<file path="src/rtl/joint_histogram_binner_core_assert.svh">
// Assertion macros shared by the histogram binner modules.
`ifndef JOINT_HISTOGRAM_BINNER_CORE_ASSERT_SVH
`define JOINT_HISTOGRAM_BINNER_CORE_ASSERT_SVH

// Check that a condition implies a consequence in the same cycle.
`define JHB_ASSERT_SAME(label, cond, cons) \
  label: assert property (@(posedge clk) disable iff (rst) (cond) |-> (cons)) \
    else $error("histogram binner check failed");

// Check that a condition implies a consequence in the next cycle.
`define JHB_ASSERT_NEXT(label, cond, cons) \
  label: assert property (@(posedge clk) disable iff (rst) (cond) |=> (cons)) \
    else $error("histogram binner check failed");

`endif

</file>
<file path="src/rtl/jhb_pkg.sv">
// Shared types, constants and codes of the joint histogram binner.
`default_nettype none

package jhb_pkg;

  localparam int BINS_DEFAULT = 21;
  localparam int VAL_W        = 16;
  localparam int WID_W        = 15;
  localparam int CNT_W        = 32;
  localparam int IDX_W        = 5;
  localparam int STS_W        = 2;

  localparam logic signed [VAL_W-1:0] LOW_EDGE_RESET  = -16'sd1000;
  localparam logic        [WID_W-1:0] BIN_WIDTH_RESET = 15'd100;

  // Operation codes of an input item
  localparam logic OP_ACCUM = 1'b0;
  localparam logic OP_READ  = 1'b1;

  // Register indexes on the configuration channel
  localparam logic REG_LOW_EDGE  = 1'b0;
  localparam logic REG_BIN_WIDTH = 1'b1;

  // Result status codes
  localparam logic [STS_W-1:0] STATUS_OK    = 2'd0;
  localparam logic [STS_W-1:0] STATUS_RANGE = 2'd1;
  localparam logic [STS_W-1:0] STATUS_ROW   = 2'd2;

  // Request to the binning unit
  typedef struct packed {
    logic                    start;
    logic signed [VAL_W-1:0] value;
  } bin_req_t;

  // Answer of the binning unit
  typedef struct packed {
    logic             done;
    logic             out_of_range;
    logic [IDX_W-1:0] index;
  } bin_res_t;

endpackage

`default_nettype wire

</file>
<file path="src/rtl/jhb_bin_unit.sv">
// Binning unit: iterative shift-subtract divider that maps a score to a bin.
`default_nettype none
`include "joint_histogram_binner_core_assert.svh"

module jhb_bin_unit #(
  parameter int BINS = jhb_pkg::BINS_DEFAULT
) (
  input  logic                            clk,
  input  logic                            rst,
  input  jhb_pkg::bin_req_t               req,
  input  logic signed [jhb_pkg::VAL_W-1:0] low_edge,
  input  logic        [jhb_pkg::WID_W-1:0] bin_width,
  output jhb_pkg::bin_res_t               res
);

  localparam int IW = $clog2(BINS);
  localparam int KW = $clog2(IW + 1);
  localparam int CW = jhb_pkg::VAL_W + IW;

  typedef enum logic {D_IDLE, D_RUN} dstate_t;

  dstate_t                   state;
  logic [jhb_pkg::VAL_W-1:0] rem;
  logic [IW-1:0]             quo;
  logic [KW-1:0]             k;

  logic signed [jhb_pkg::VAL_W:0] diff;
  logic [CW-1:0]                  shifted;
  logic                           ge;
  logic [IW-1:0]                  quo_next;
  logic                           in_range;

  // Offset from the lower edge, and the shared compare of one step
  assign diff     = {req.value[jhb_pkg::VAL_W-1], req.value}
                  - {low_edge[jhb_pkg::VAL_W-1], low_edge};
  assign shifted  = CW'(bin_width) << k;
  assign ge       = CW'(rem) >= shifted;
  assign quo_next = ge ? (quo | (IW'(1) << k)) : quo;
  assign in_range = {1'b0, quo_next} < (IW + 1)'(BINS);

  // Sequence the steps: overflow check first, then one quotient bit a cycle
  always_ff @(posedge clk) begin
    if (rst) begin
      state    <= D_IDLE;
      res.done <= 1'b0;
    end else begin
      res.done <= 1'b0;
      case (state)
        D_IDLE: begin
          if (req.start) begin
            if (diff[jhb_pkg::VAL_W] || (bin_width == '0)) begin
              res.done         <= 1'b1;
              res.out_of_range <= 1'b1;
              res.index        <= '0;
            end else begin
              rem   <= diff[jhb_pkg::VAL_W-1:0];
              quo   <= '0;
              k     <= KW'(IW);
              state <= D_RUN;
            end
          end
        end
        D_RUN: begin
          if (k == KW'(IW)) begin
            if (ge) begin
              res.done         <= 1'b1;
              res.out_of_range <= 1'b1;
              res.index        <= '0;
              state            <= D_IDLE;
            end else begin
              k <= k - KW'(1);
            end
          end else begin
            if (ge) begin
              rem <= rem - shifted[jhb_pkg::VAL_W-1:0];
            end
            quo <= quo_next;
            if (k == '0) begin
              res.done         <= 1'b1;
              res.out_of_range <= !in_range;
              res.index        <= jhb_pkg::IDX_W'(quo_next);
              state            <= D_IDLE;
            end else begin
              k <= k - KW'(1);
            end
          end
        end
        default: begin
          state <= D_IDLE;
        end
      endcase
    end
  end

  `JHB_ASSERT_SAME(a_start_when_idle, req.start, state == D_IDLE)
  `JHB_ASSERT_SAME(a_step_bounded, state == D_RUN, k <= KW'(IW))
  `JHB_ASSERT_SAME(a_index_in_bins, res.done && !res.out_of_range,
                   (jhb_pkg::IDX_W + 1)'(res.index) < (jhb_pkg::IDX_W + 1)'(BINS))

endmodule

`default_nettype wire

</file>
<file path="config.mk">
export PLATFORM = sky130hd
export DESIGN_NAME = jhb_bin_unit
export DESIGN_NICKNAME = d
export VERILOG_FILES = /design/src/rtl/jhb_pkg.sv /design/src/rtl/jhb_bin_unit.sv
export VERILOG_INCLUDE_DIRS = /design/src /design/src/rtl
export SDC_FILE = /design/constraint.sdc
export NUM_CORES = 1
export LEC_CHECK = 0
export BUFFER_PORTS_ARGS = -buffer_cell sky130_fd_sc_hd__buf_2
export CAP_MARGIN = 20
export CORE_ASPECT_RATIO = 1.1
export CORE_MARGIN = 2
export CORE_UTILIZATION = 45
export CTS_CLUSTER_SIZE = 25
export DETAILED_ROUTE_END_ITERATION = 8
export GPL_TIMING_DRIVEN = 0
export PLACE_DENSITY_LB_ADDON = 0.25
export RECOVER_POWER = 50
export SLEW_MARGIN = 15
export SYNTH_ARGS = -nofsm -noshare
export SYNTH_HDL_FRONTEND = slang
export SYNTH_SLANG_ARGS = --single-unit
</file>
<file path="constraint.sdc">
create_clock -name clk -period 4.4 [get_ports clk]
set_input_delay 0.44 -clock clk [delete_from_list [all_inputs] [get_ports clk]]
set_output_delay 0.44 -clock clk [all_outputs]
set_load 0.02 [all_outputs]
</file>
---- Yosys cells after proc, flatten, opt, wreduce, memory -nomap -nowiden ----
Index checks and enable logic that the tools add are counted.
storage, ports and cells
  register bits after elaboration ......... 32
  bits in latches ......................... 0
  RAM bits ................................ 0
  ROM bits ................................ 0
  output and inout port bits .............. 7
  word-level logic and storage cells ...... 63
  memories kept ........................... 0
cells by class
  add/subtract/negate cells ............... 3
  $mul .................................... 0
  divide/modulo/power cells ............... 0
  order comparisons ....................... 2
  eq/ne operators ......................... 10
  shifts and indexed selects .............. 2
  mux-type cells .......................... 28
  bitwise logic cells ..................... 3
  reductions and logical operators ........ 8
operators by type and width
  cell                                               count
  2-to-1 mux 16 bit                                  4
  2-to-1 mux 7 bit                                   5
  case mux 16 bit (2 select lines)                   1
  >= comparator 16 x 21 -> 1 bit                     1
  left shift 15 x 3 -> 21 bit                        1
  2-to-1 mux 5 bit                                   4
  subtractor 16 x 16 -> 17 bit                       1
  subtractor 16 bit                                  1
  logical NOT 15 bit                                 1
  2-to-1 mux 3 bit                                   5
  AND reduction 5 bit                                3
  case mux 7 bit (2 select lines)                    1
  case mux 5 bit (2 select lines)                    1
  != test 3 bit, second input constant               3
  != test 2 bit, second input constant               4
  case mux 3 bit (2 select lines)                    1
  less-than comparator 5 bit, second input constant  1
  2-to-1 mux 1 bit                                   5
  OR 5 bit                                           1
  left shift 1 x 3 -> 5 bit, first input constant    1
  AND reduction 4 bit                                1
  equality test 3 bit, second input constant         1
  logical NOT 3 bit                                  1
  != test 3 x 1 -> 1 bit, second input constant      1
  6 further kinds                                    7

---- Longest topological paths before layout ----
Gate-level depths: netlist of the first run.
  word-level depth ........................ 8
  gate-level depth with buffers ........... 15
  gate-level depth less buffers ........... 12

---- Least setup slack after synthesis of the first run ----
OpenSTA, ideal clock, no wires.
  path kind ............................... reg-to-reg
  start ................................... register k[0]
  end ..................................... register rem[0] (netlist bit), enable pin
  arrival time ............................ 3.780 ns
  data required time ...................... 4.026 ns
  setup slack ............................. 0.246 ns
  stages on the path, launching flop included .. 16
  path buffers ............................ 3
  period minus slack after synthesis ...... 4.154 ns
  cell sequence ........................... edfxtp_1 buf_6 clkbuf_1 clkbuf_1 mux2i_1 nand2_1 and3_1 a21oi_1 ha_1 a21oi_1 o21ai_0 o2111ai_1 a222oi_1 o31a_2 nand2b_1 and3_1
on the way
  cells in the longest elaborated chain, start to end .. 4
  elaborated cells between the ends (all ways) .. 6
ends and longest elaborated chain
  item                                      RTL line            text
  from (decl)                               jhb_bin_unit.sv:25  logic [KW-1:0] k;
  from (signal assigned)                    jhb_bin_unit.sv:58  k <= KW'(IW);
  from (signal assigned)                    jhb_bin_unit.sv:71  k <= k - KW'(1);
  from (signal assigned)                    jhb_bin_unit.sv:84  k <= k - KW'(1);
  left shift 15 x 3 -> 21 bit               jhb_bin_unit.sv:36  assign shifted = CW'(bin_width) << k;
  >= comparator 16 x 21 -> 1 bit            jhb_bin_unit.sv:37  assign ge = CW'(rem) >= shifted;
  != test 2 x 1 -> 1 bit (no source line)   n/a
  AND reduction 5 bit (no source line) (*)  n/a
  to (signal assigned)                      jhb_bin_unit.sv:56  rem <= diff[jhb_pkg::VAL_W-1:0];
  to (signal assigned)                      jhb_bin_unit.sv:75  rem <= rem - shifted[jhb_pkg::VAL_W-1:0];
  to (decl)                                 jhb_bin_unit.sv:23  logic [jhb_pkg::VAL_W-1:0] rem;
Mark *: on every way between the ends. The rest lies on a longest branch, timed or not.
A chain may end at the register's enable or synchronous reset.

---- Worst setup path in the final report of the first run ----
  start ................................... register k[1]
  end ..................................... register rem[6] (netlist bit), enable pin
Same word-level chain as after synthesis.

==> impl_results.md, run 1 <==
- Worst min-delay path endpoint: res[6]
- Flop and latch count out of synthesis: 32
- Critical path capture point type: flip-flop
- Routed length on met2: 3480 um
- Top FF cell, synth: edfxtp_1
- Cells on Worst Hold Path: 3
- Status: complete, no violations
- Top metal layer carrying routed signals: met4
- Portion of synthesized cell area occupied by the leading cell type: 0.260
- Transition at the pin with the smallest max-transition slack: 624 ps
- Detailed Route Iter0 Violations: 157
- Rows: 33
- Syn_area_per_cell: 8.74 um2
- Sequential share of the synthesized area: 0.272
- Final number of hold-violating endpoints: 0
- Sequential cell area in the final layout: 941 um2
- Worst reg2reg endpoint: rem[6]
- Drt drc: 0
- Detailed Routing Iterations Pass 1: 4
- Clock slew at the register clock pins of the worst setup and hold paths: 70 ps
- Net count, final: 546
- Footprint of the multi-input gates: 2360 um2
- # port buffers: 56
- Count of antenna-violating nets left after detailed routing: 0
- Launching element type of the critical path: flip-flop
- Via count: 3040
- Power density over the cells: 277 nW/um2
- Clock share of power: 0.207
- Final Max Slew Viols: 0
- Yosys Warn Count: 0
- Full die area: 8410 um2
- Antenna diode count: 0
- Critical hold path startpoint: rst
- Non-filler cells, final: 563
- Worst Skew: 6.47 ps
- Chip height: 96.0 um
- Clock net sink count: 32
- Leakage component of the power: 1.78 nW
- Starting utilization of the core area: 0.463
- Total global routing overflow: 0
- Worst slew margin relative to its limit: 0.584
- Count of filler cells inserted in the layout: 729
- Detail-routed net length per standard cell: 13.7 um
- Minimum clock period after layout: 3990 ps
- Ports placed on the boundary: 57
- Hold buffer count at CTS: 0
- Ys async rst share: 0
- Largest area contributor in the synthesized netlist: edfxtp_1
- Total net switching power: 404 uW
- Setup slack of the most critical reg-to-reg path: 410 ps
- Logic pwr share: 0.442
- Placed wire-length estimate after detailed placement: 6260 um
- Type of the worst setup path: reg2reg
- Number of distinct standard cells referenced by the synthesized netlist: 49
- TNS Setup: 0 ps
- FF-to-FF path depth: 13
- Worst min-delay path class: in2reg
- Maximum number of pins on one net before global-route repair: 17
- Placed standard-cell area: 3870 um2
- Number of levels the H-tree was split into: 2
- Final cell utilization of the core: 0.529
- Total clock buffers created by CTS: 5
- Max-capacitance violation count: 0
- Final number of setup-violating endpoints: 0
- Root Buffer Master: clkbuf_8
- Critical path fanouts, max: 16
- Wire length of the first global-routing pass: 13100 um
- Fraction of layout cells with a size suffix above 1: 0.157
- WP data arrival: 3960 ps
- Placer Congestion: 0.860
- Register share of total power: 0.351
- Initial antenna violation count: 0
- Cell Area, Synth: 3460 um2
- Critical Path RT: 4370 ps
- VDD IR-drop max: 0.110 mV
- Number of placed instances, taps included: 557
- Synthesized netlist net count: 485
- Highest attainable clock frequency: 251 MHz
- Cell types occupying the most area after synthesis: edfxtp_1 26%, ha_1 13%, mux2i_1 7.5%
- Core footprint: 7470 um2
- Final design instance area without fill: 3960 um2
- Vias per cell: 5.40
- Wire length after detailed routing: 7730 um
- RSZ-0062 raised after global routing: false
- Vias in the first global route: 2875
- Worst r2r src: k[1]
- Global Route Usage Sum: 0.194
- Internal cell power: 692 uW
- Detailed-route wire length on metal 1: 3870 um
- Width of the die: 87.6 um
- EDFF count, synth: 30
- Gate count of the mapped netlist: 396
- TritonCTS clock tree: built
- Switching Share: 0.369
- Clock latency of the later-clocked register in the worst-skew pair: 290 ps
- Synth-to-Final Area Change: 14.3%
- Bufs on Longest Clock Path: 2
- Fin crit share: 0.906
- Met3 wirelength from detailed routing: 309 um
- Setup Fix Bufs, Post-CTS: 0
[worst max path at each step]
stage          from  endpoint  slack [ps]  cells after the start
6_report       k[1]    rem[6]         410                     13
5_1_grt        k[0]    rem[6]          80                     14
4_1_cts        k[1]    rem[6]         160                     12
3_5_place_dp   k[0]    rem[1]        -570                     15
3_3_place_gp   k[0]    rem[1]        -500                     15
2_1_floorplan  k[0]    rem[0]         250                     15
[layout by cell type, fill, tap and decap left out, types with 2 or more instances in the layout]
master	instances
a211oi_1	6
a21o_1	12
a21oi_1	35
a31o_2	3
a31oi_1	10
and3_1	6
buf_2	49
clkbuf_1	13
clkbuf_2	2
clkbuf_8	5
clkinv_2	2
dfxtp_1	2
edfxtp_1	30
fa_1	2
ha_1	37
inv_1	29
mux2i_1	26
mux4_2	4
nand2_1	23
nand2b_1	9
nand3_1	5
nand4_1	4
nor2_1	38
nor2b_1	12
nor3_1	6
nor4_1	5
o2111ai_1	4
o21a_1	5
o21ai_0	18
or3_1	6
xnor2_1	13
xor2_1	11
[synth_stat cells, types with 4 or more instances]
cell	number
a21o_1	12
xor2_1	11
nand2_1	23
clkbuf_1	8
o2111ai_1	4
edfxtp_1	30
ha_1	37
a21oi_1	36
nand2b_1	9
nand4_1	4
o21ai_0	19
nor2b_1	12
nand3_1	5
mux4_2	4
and3_1	7
nor4_1	5
xnor2_1	13
mux2i_1	26
a31oi_1	10
inv_1	29
a211oi_1	6
or3_1	6
nor2_1	38
o21a_1	5
nor3_1	6
[power by group through the flow]
| stage | Combinational [mW] | Sequential (mW) | Clock [mW] |
|---|---|---|---|
| 2_1_floorplan | 0.360 | 0.391 | 0 |
| 3_3_place_gp | 0.466 | 0.391 | 0 |
| 3_5_place_dp | 0.476 | 0.391 | 0 |
| 4_1_cts | 0.482 | 0.384 | 0.231 |
| 5_1_grt | 0.547 | 0.387 | 0.243 |
| 6_report | 0.485 | 0.384 | 0.227 |
[timing repair]
item,CTS,global route
hold endpoints to repair,0,0
resized for setup,3,4
setup endpoints to repair,22,22
[through the flow]
stage / hold slack [ps] / setup WS [ps] / power (mW)
after global placement: 579 / -496 / 0.857
after global routing: 521 / 79.9 / 1.18
final: 498 / 414 / 1.10
after detailed placement: 581 / -572 / 0.867
after floorplan: 532 / 246 / 0.751
after CTS: 495 / 163 / 1.10
[cell type report]
cell class                      count  share of cell area
Buffer                             10              0.0120
Clock buffer                        5              0.0174
Clock inverter                      3             0.00475
Inverter                           30              0.0285
Multi-Input combinational cell    322               0.598
Sequential cell                    32               0.238
Tap cell                          105              0.0332
Timing Repair Buffer               56              0.0686
[logic make-up (layout without fill, tap and decap cells)]
| family | Yosys count | count (layout) | synth area share |
|---|---|---|---|
| adders and majority gates | 39 | 39 | 0.145 |
| muxes | 31 | 31 | 0.104 |
| buffers and inverters | 42 | 104 | 0.0477 |
| DFF | 32 | 32 | 0.272 |
| and+or+nand+nor | 121 | 121 | 0.174 |
| AOI/OAI and AO/OA | 107 | 107 | 0.196 |
| xor gates and xnor gates | 24 | 24 | 0.0607 |
[registers in the layout, indices dropped and copies added, names as in the netlist]
signal and flops:
rem 16, state 1, k 3, quo 5, res 7
[routing by layer]
metal  up-vias  global-route usage
met4         0              0.0372
li1       1586                   -
met2        82               0.325
met3         6              0.0240
met5         -                   0
met1      1366               0.269
[worst max-delay path: stages, from the launching register on]
cell	delay (ps)
edfxtp_1	440
clkbuf_1	390
clkbuf_2	310
a211oi_1	80
a21oi_1	200
mux2i_1	140
ha_1	400
nand2_1	100
nor2_1	280
o2111ai_1	160
a222oi_1	350
o31a_2	330
nand2b_1	130
and3_4	340
No activity file was read; power rests on OpenSTA's default activity.
==> inputs of run 2 (changes only) <==
--- a/config.mk
+++ b/config.mk
@@ -9,7 +9,6 @@
 export BUFFER_PORTS_ARGS = -buffer_cell sky130_fd_sc_hd__buf_2
 export CAP_MARGIN = 20
 export CORE_ASPECT_RATIO = 1.1
-export CORE_MARGIN = 2
 export CORE_UTILIZATION = 45
 export CTS_CLUSTER_SIZE = 25
 export DETAILED_ROUTE_END_ITERATION = 8
==> constraint.sdc (replaced) <==
create_clock -name clk -period 4.4 [get_ports clk]
set_input_delay 0.44 -clock clk [delete_from_list [all_inputs] [get_ports clk]]
set_output_delay 0.44 -clock clk [all_outputs]
set_load 0.01 [all_outputs]
==> impl_results.md, run 2 (synthesis gave the netlist of run 1 again) <==
- Status: complete, no violations
- Register containing the most flip-flops in the final layout: rem
- Leakage component of the power: 1.78 nW
- Transition at the pin with the smallest max-transition slack: 644 ps
- Minimum clock period after layout: 3960 ps
- Worst min-delay path class: in2reg
- Critical Path Start: k[1]
- Final number of setup-violating endpoints: 0
- TritonCTS clock tree: built
- Critical path capture point type: flip-flop
- Placed wire-length estimate after detailed placement: 6140 um
- Most common cell after layout, fill and taps aside: buf_2
- Net count, final: 547
- Wire length after detailed routing: 7730 um
- Initial antenna violation count: 0
- Root Buffer Master: clkbuf_8
- Antenna diode count: 0
- Detailed Routing Iterations Pass 1: 4
- Core footprint: 7430 um2
- Starting utilization of the core area: 0.466
- Critical path fanouts, max: 16
- Setup Fix Bufs, Post-CTS: 0
- Total of cells resized after clock tree synthesis: 3
- Width of the die: 85.6 um
- Ports placed on the boundary: 57
- Chip height: 94.0 um
- Total global routing overflow: 0
- Clock net sink count: 32
- Power density over the cells: 277 nW/um2
- Critical hold path startpoint: req[16]
- Global Route Usage Sum: 0.201
- Full die area: 8050 um2
- Placer Congestion: 0.861
- Worst r2r src: k[1]
- Launching element type of the critical path: flip-flop
- Number of flip-flops under the largest register name: 16
- RSZ-0062 raised after global routing: false
- Bufs on Longest Clock Path: 2
- Worst slew margin relative to its limit: 0.571
- Critical Path RT: 4370 ps
- Fin crit share: 0.901
- Commonest cells after routing, fill and taps aside: 49 x buf_2, 38 x nor2_1, 37 x ha_1, 35 x a21oi_1, 30 x edfxtp_1
- Setup slack of the most critical reg-to-reg path: 440 ps
- Total clock buffers created by CTS: 5
- Synth-to-Final Area Change: 13.8%
- Vias per cell: 5.68
- # port buffers: 56
- Maximum number of pins on one net before global-route repair: 17
- Final Max Slew Viols: 0
- Worst hold slack after final layout: 500 ps
- Type of the worst setup path: reg2reg
- Clock slew at the register clock pins of the worst setup and hold paths: 70 ps
- VDD IR-drop max: 0.107 mV
- Number of levels the H-tree was split into: 2
- Fraction of layout cells with a size suffix above 1: 0.159
- Worst Skew: 7.40 ps
- Rows: 33
- Hold buffer count at CTS: 0
- Detailed Route Iter0 Violations: 124
- Detail-routed net length per standard cell: 14.2 um
- WP data arrival: 3940 ps
- Clock latency of the later-clocked register in the worst-skew pair: 290 ps
- Via count: 3103
- Count of filler cells inserted in the layout: 731
- Max-capacitance violation count: 0
- Final number of hold-violating endpoints: 0
- Highest attainable clock frequency: 252 MHz
- Largest registers: rem x16, res x7, quo x5
- Drt drc: 0
- Final cell utilization of the core: 0.530
- Wire length of the first global-routing pass: 12800 um
- Vias in the first global route: 2827
- Count of antenna-violating nets left after detailed routing: 0
-- run 2: cell types whose count changed in the layout (fill, tap and decap cells not counted) --
| cell | change |
|---|---|
| clkbuf_2 | +1 |
-- run 2: cell type report --
class | instances | area, um2 | share of cell area
multi-input cells | 322 | 2360 | 0.600
flip-flops and latches | 32 | 941 | 0.239
repair buffers | 56 | 272 | 0.0690
inverters | 30 | 113 | 0.0286
well taps | 87 | 109 | 0.0276
clock buffers | 5 | 68.8 | 0.0175
plain buffers | 11 | 52.6 | 0.0133
clock inverters | 3 | 18.8 | 0.00477
-- run 2: through the flow --
| stage | instances | worst slack (ps) | setup TNS, ps | total power, mW | area, um2 |
|---|---|---|---|---|---|
| finish | 546 | 437 | 0 | 1.09 | 3940 |
| global route | 546 | 93.1 | 0 | 1.17 | 3940 |
| CTS | 546 | 222 | 0 | 1.09 | 3940 |
| detailed placement | 539 | -552 | -10750 | 0.862 | 3850 |
| global placement | 539 | -430 | -8000 | 0.855 | 3850 |
| floorplan | 396 | 246 | 0 | 0.749 | 3460 |
-- run 2: final timing paths --
| check | endpoint | depth (start not counted) |
|---|---|---|
| setup / recovery | rem[13] | 12 |
| hold / removal | res[5] | 3 |
| setup reg to reg | rem[13] | 12 |
| hold reg to reg | quo[4] | 2 |
-- run 2: power by group --
group	leakage, nW	internal (mW)	switching [mW]
Clock	0.0479	0.110	0.117
Combinational	1.44	0.208	0.271
Sequential	0.294	0.373	0.0112
Total	1.78	0.691	0.399
-- run 2: layer usage --
metal / track usage / wire, um / up-vias
met1: 0.272 / 3870 / 1441
li1: - / - / 1586
met2: 0.340 / 3550 / 67
met4: 0.0542 / 94 / 0
met3: 0.0220 / 215 / 9
met5: 0 / 0 / -
-- run 2: worst max-delay path: stages, from the launching register on --
cell and delay (ps):
edfxtp_1 440, clkbuf_1 400, clkbuf_2 320, mux2i_1 290, nand2_1 120, ha_1 380, a21o_1 140, nand2_1 60
a31o_2 250, a21oi_1 420, o31a_2 340, nand2b_1 130, and3_4 340
==> inputs of run 3 (changes only) <==
--- a/config.mk
+++ b/config.mk
@@ -8,13 +8,14 @@
 export LEC_CHECK = 0
 export BUFFER_PORTS_ARGS = -buffer_cell sky130_fd_sc_hd__buf_2
 export CAP_MARGIN = 20
-export CORE_ASPECT_RATIO = 1.1
+export CORE_ASPECT_RATIO = 1.25
 export CORE_UTILIZATION = 45
 export CTS_CLUSTER_SIZE = 25
 export DETAILED_ROUTE_END_ITERATION = 8
 export GPL_TIMING_DRIVEN = 0
 export PLACE_DENSITY_LB_ADDON = 0.25
 export RECOVER_POWER = 50
+export REMOVE_ABC_BUFFERS = 1
 export SLEW_MARGIN = 15
 export SYNTH_ARGS = -nofsm -noshare
 export SYNTH_HDL_FRONTEND = slang
==> impl_results.md, run 3 (synthesis gave the netlist of run 1 again) <==
- Width of the die: 80.4 um
- Final design instance area without fill: 3950 um2
- Number of flip-flops under the largest register name: 16
- Critical path capture point type: flip-flop
- Full die area: 8050 um2
- Logic pwr share: 0.431
- Antenna diode count: 0
- Via count: 3135
- Max-capacitance violation count: 0
- Rows: 35
- Type of the worst setup path: reg2reg
- Starting utilization of the core area: 0.468
- Vias per cell: 5.72
- Pre-CTS worst setup slack: -496 ps
- Most common cell after layout, fill and taps aside: buf_2
- Transition at the pin with the smallest max-transition slack: 1480 ps
- Total net switching power: 389 uW
- Leakage component of the power: 1.79 nW
- Wire length of the first global-routing pass: 12600 um
- Ports placed on the boundary: 57
- Clock latency of the later-clocked register in the worst-skew pair: 290 ps
- RSZ-0062 raised after global routing: false
- Commonest cells after routing, fill and taps aside: 49 x buf_2, 38 x nor2_1, 37 x ha_1, 35 x a21oi_1, 30 x edfxtp_1
- Worst min-delay path class: in2reg
- Initial antenna violation count: 0
- Final number of hold-violating endpoints: 0
- Critical Path RT: 4350 ps
- Worst slew margin relative to its limit: 0.0145
- TritonCTS clock tree: built
- TNS Setup: 0 ps
- Hold buffer count at CTS: 0
- Core footprint: 7400 um2
- Power density over the cells: 274 nW/um2
- Net count, final: 544
- Status: complete, no violations
- Placer Congestion: 0.861
- Total global routing overflow: 0
- Minimum clock period after layout: 3940 ps
- Final Total Pwr: 1.08 mW
- Fin crit share: 0.895
- Detailed Route Iter0 Violations: 129
- Critical path fanouts, max: 16
- Worst hold slack after final layout: 486 ps
- Vias in the first global route: 2903
- Placed wire-length estimate after detailed placement: 5920 um
- Register containing the most flip-flops in the final layout: rem
- Placed standard-cell area: 3800 um2
- Clock net sink count: 32
- # port buffers: 56
- Internal cell power: 694 uW
- Worst path setup slack after routing: 462 ps
- Count of antenna-violating nets left after detailed routing: 0
- Chip height: 100 um
- Bufs on Longest Clock Path: 2
- Final number of setup-violating endpoints: 0
- Detailed Routing Iterations Pass 1: 5
- Root Buffer Master: clkbuf_8
- Fraction of layout cells with a size suffix above 1: 0.164
- Highest attainable clock frequency: 254 MHz
- Register share of total power: 0.364
- Detail-routed net length per standard cell: 14.3 um
- Clock share of power: 0.205
- Maximum number of pins on one net before global-route repair: 43
- Final Max Slew Viols: 0
- Clock slew at the register clock pins of the worst setup and hold paths: 70 ps
- VDD IR-drop max: 0.129 mV
- Wire length after detailed routing: 7840 um
- Drt drc: 0
- Switching Share: 0.359
- Worst Skew: 3.68 ps
- Number of levels the H-tree was split into: 2
- WP data arrival: 3880 ps
- Largest registers: rem x16, res x7, quo x5
- Synth-to-Final Area Change: 14.2%
- Total clock buffers created by CTS: 5
- Global Route Usage Sum: 0.201
- Launching element type of the critical path: flip-flop
run 3: cell type report:
cell class              instances  area, um2
well taps                      92        115
multi-input cells             322       2360
fillers                       737       3450
repair buffers                 64        340
clock buffers                   7       76.3
clock inverters                 1       5.00
inverters                      30        116
flip-flops and latches         32        941
run 3: worst paths after layout:
| path | start | end | slack (ps) | cells after the start |
|---|---|---|---|---|
| worst max register to register | k[0] | rem[3] | 460 | 12 |
| worst max-delay path | k[0] | rem[3] | 460 | 12 |
| worst min-delay path | rst | res[6] | 490 | 3 |
| worst min register to register | quo[0] | res[0] | 610 | 2 |
run 3: power groups by stage:
stage                     registers [mW]  logic (mW)  clock network (mW)
after global routing               0.399       0.520               0.241
after floorplan                    0.403       0.342                   0
final                              0.395       0.467               0.222
after CTS                          0.400       0.456               0.228
after detailed placement           0.410       0.445                   0
after global placement             0.409       0.438                   0
run 3: repair_timing:
item	in CTS	in global routing
setup buffers	2	6
setup endpoints to repair	22	22
cloned	0	0
gates resized for setup	1	2
run 3: routing by layer:
layer / part of all wire / up-vias / GRT usage
met5: 0 / - / 0
met4: 0.025 / 0 / 0.0907
met3: 0.051 / 17 / 0.0355
met2: 0.50 / 91 / 0.369
met1: 0.42 / 1441 / 0.222
li1: - / 1586 / -
run 3: worst max-delay path, stage by stage (launching register included):
cell and delay, ps:
edfxtp_1 430, buf_12 180, clkbuf_1 140, mux2i_1 160
or3_1 350, ha_1 300, nor2b_1 170, o2111ai_1 150
a31o_2 280, a21oi_1 450, o31a_2 360, nand2b_1 130
and3_2 470
run 3: stage by stage:
stage,utilization,instances
floorplan,-,384
global placement,0.514,532
detailed placement,0.514,532
CTS,0.527,542
global route,0.534,548
finish,0.534,548
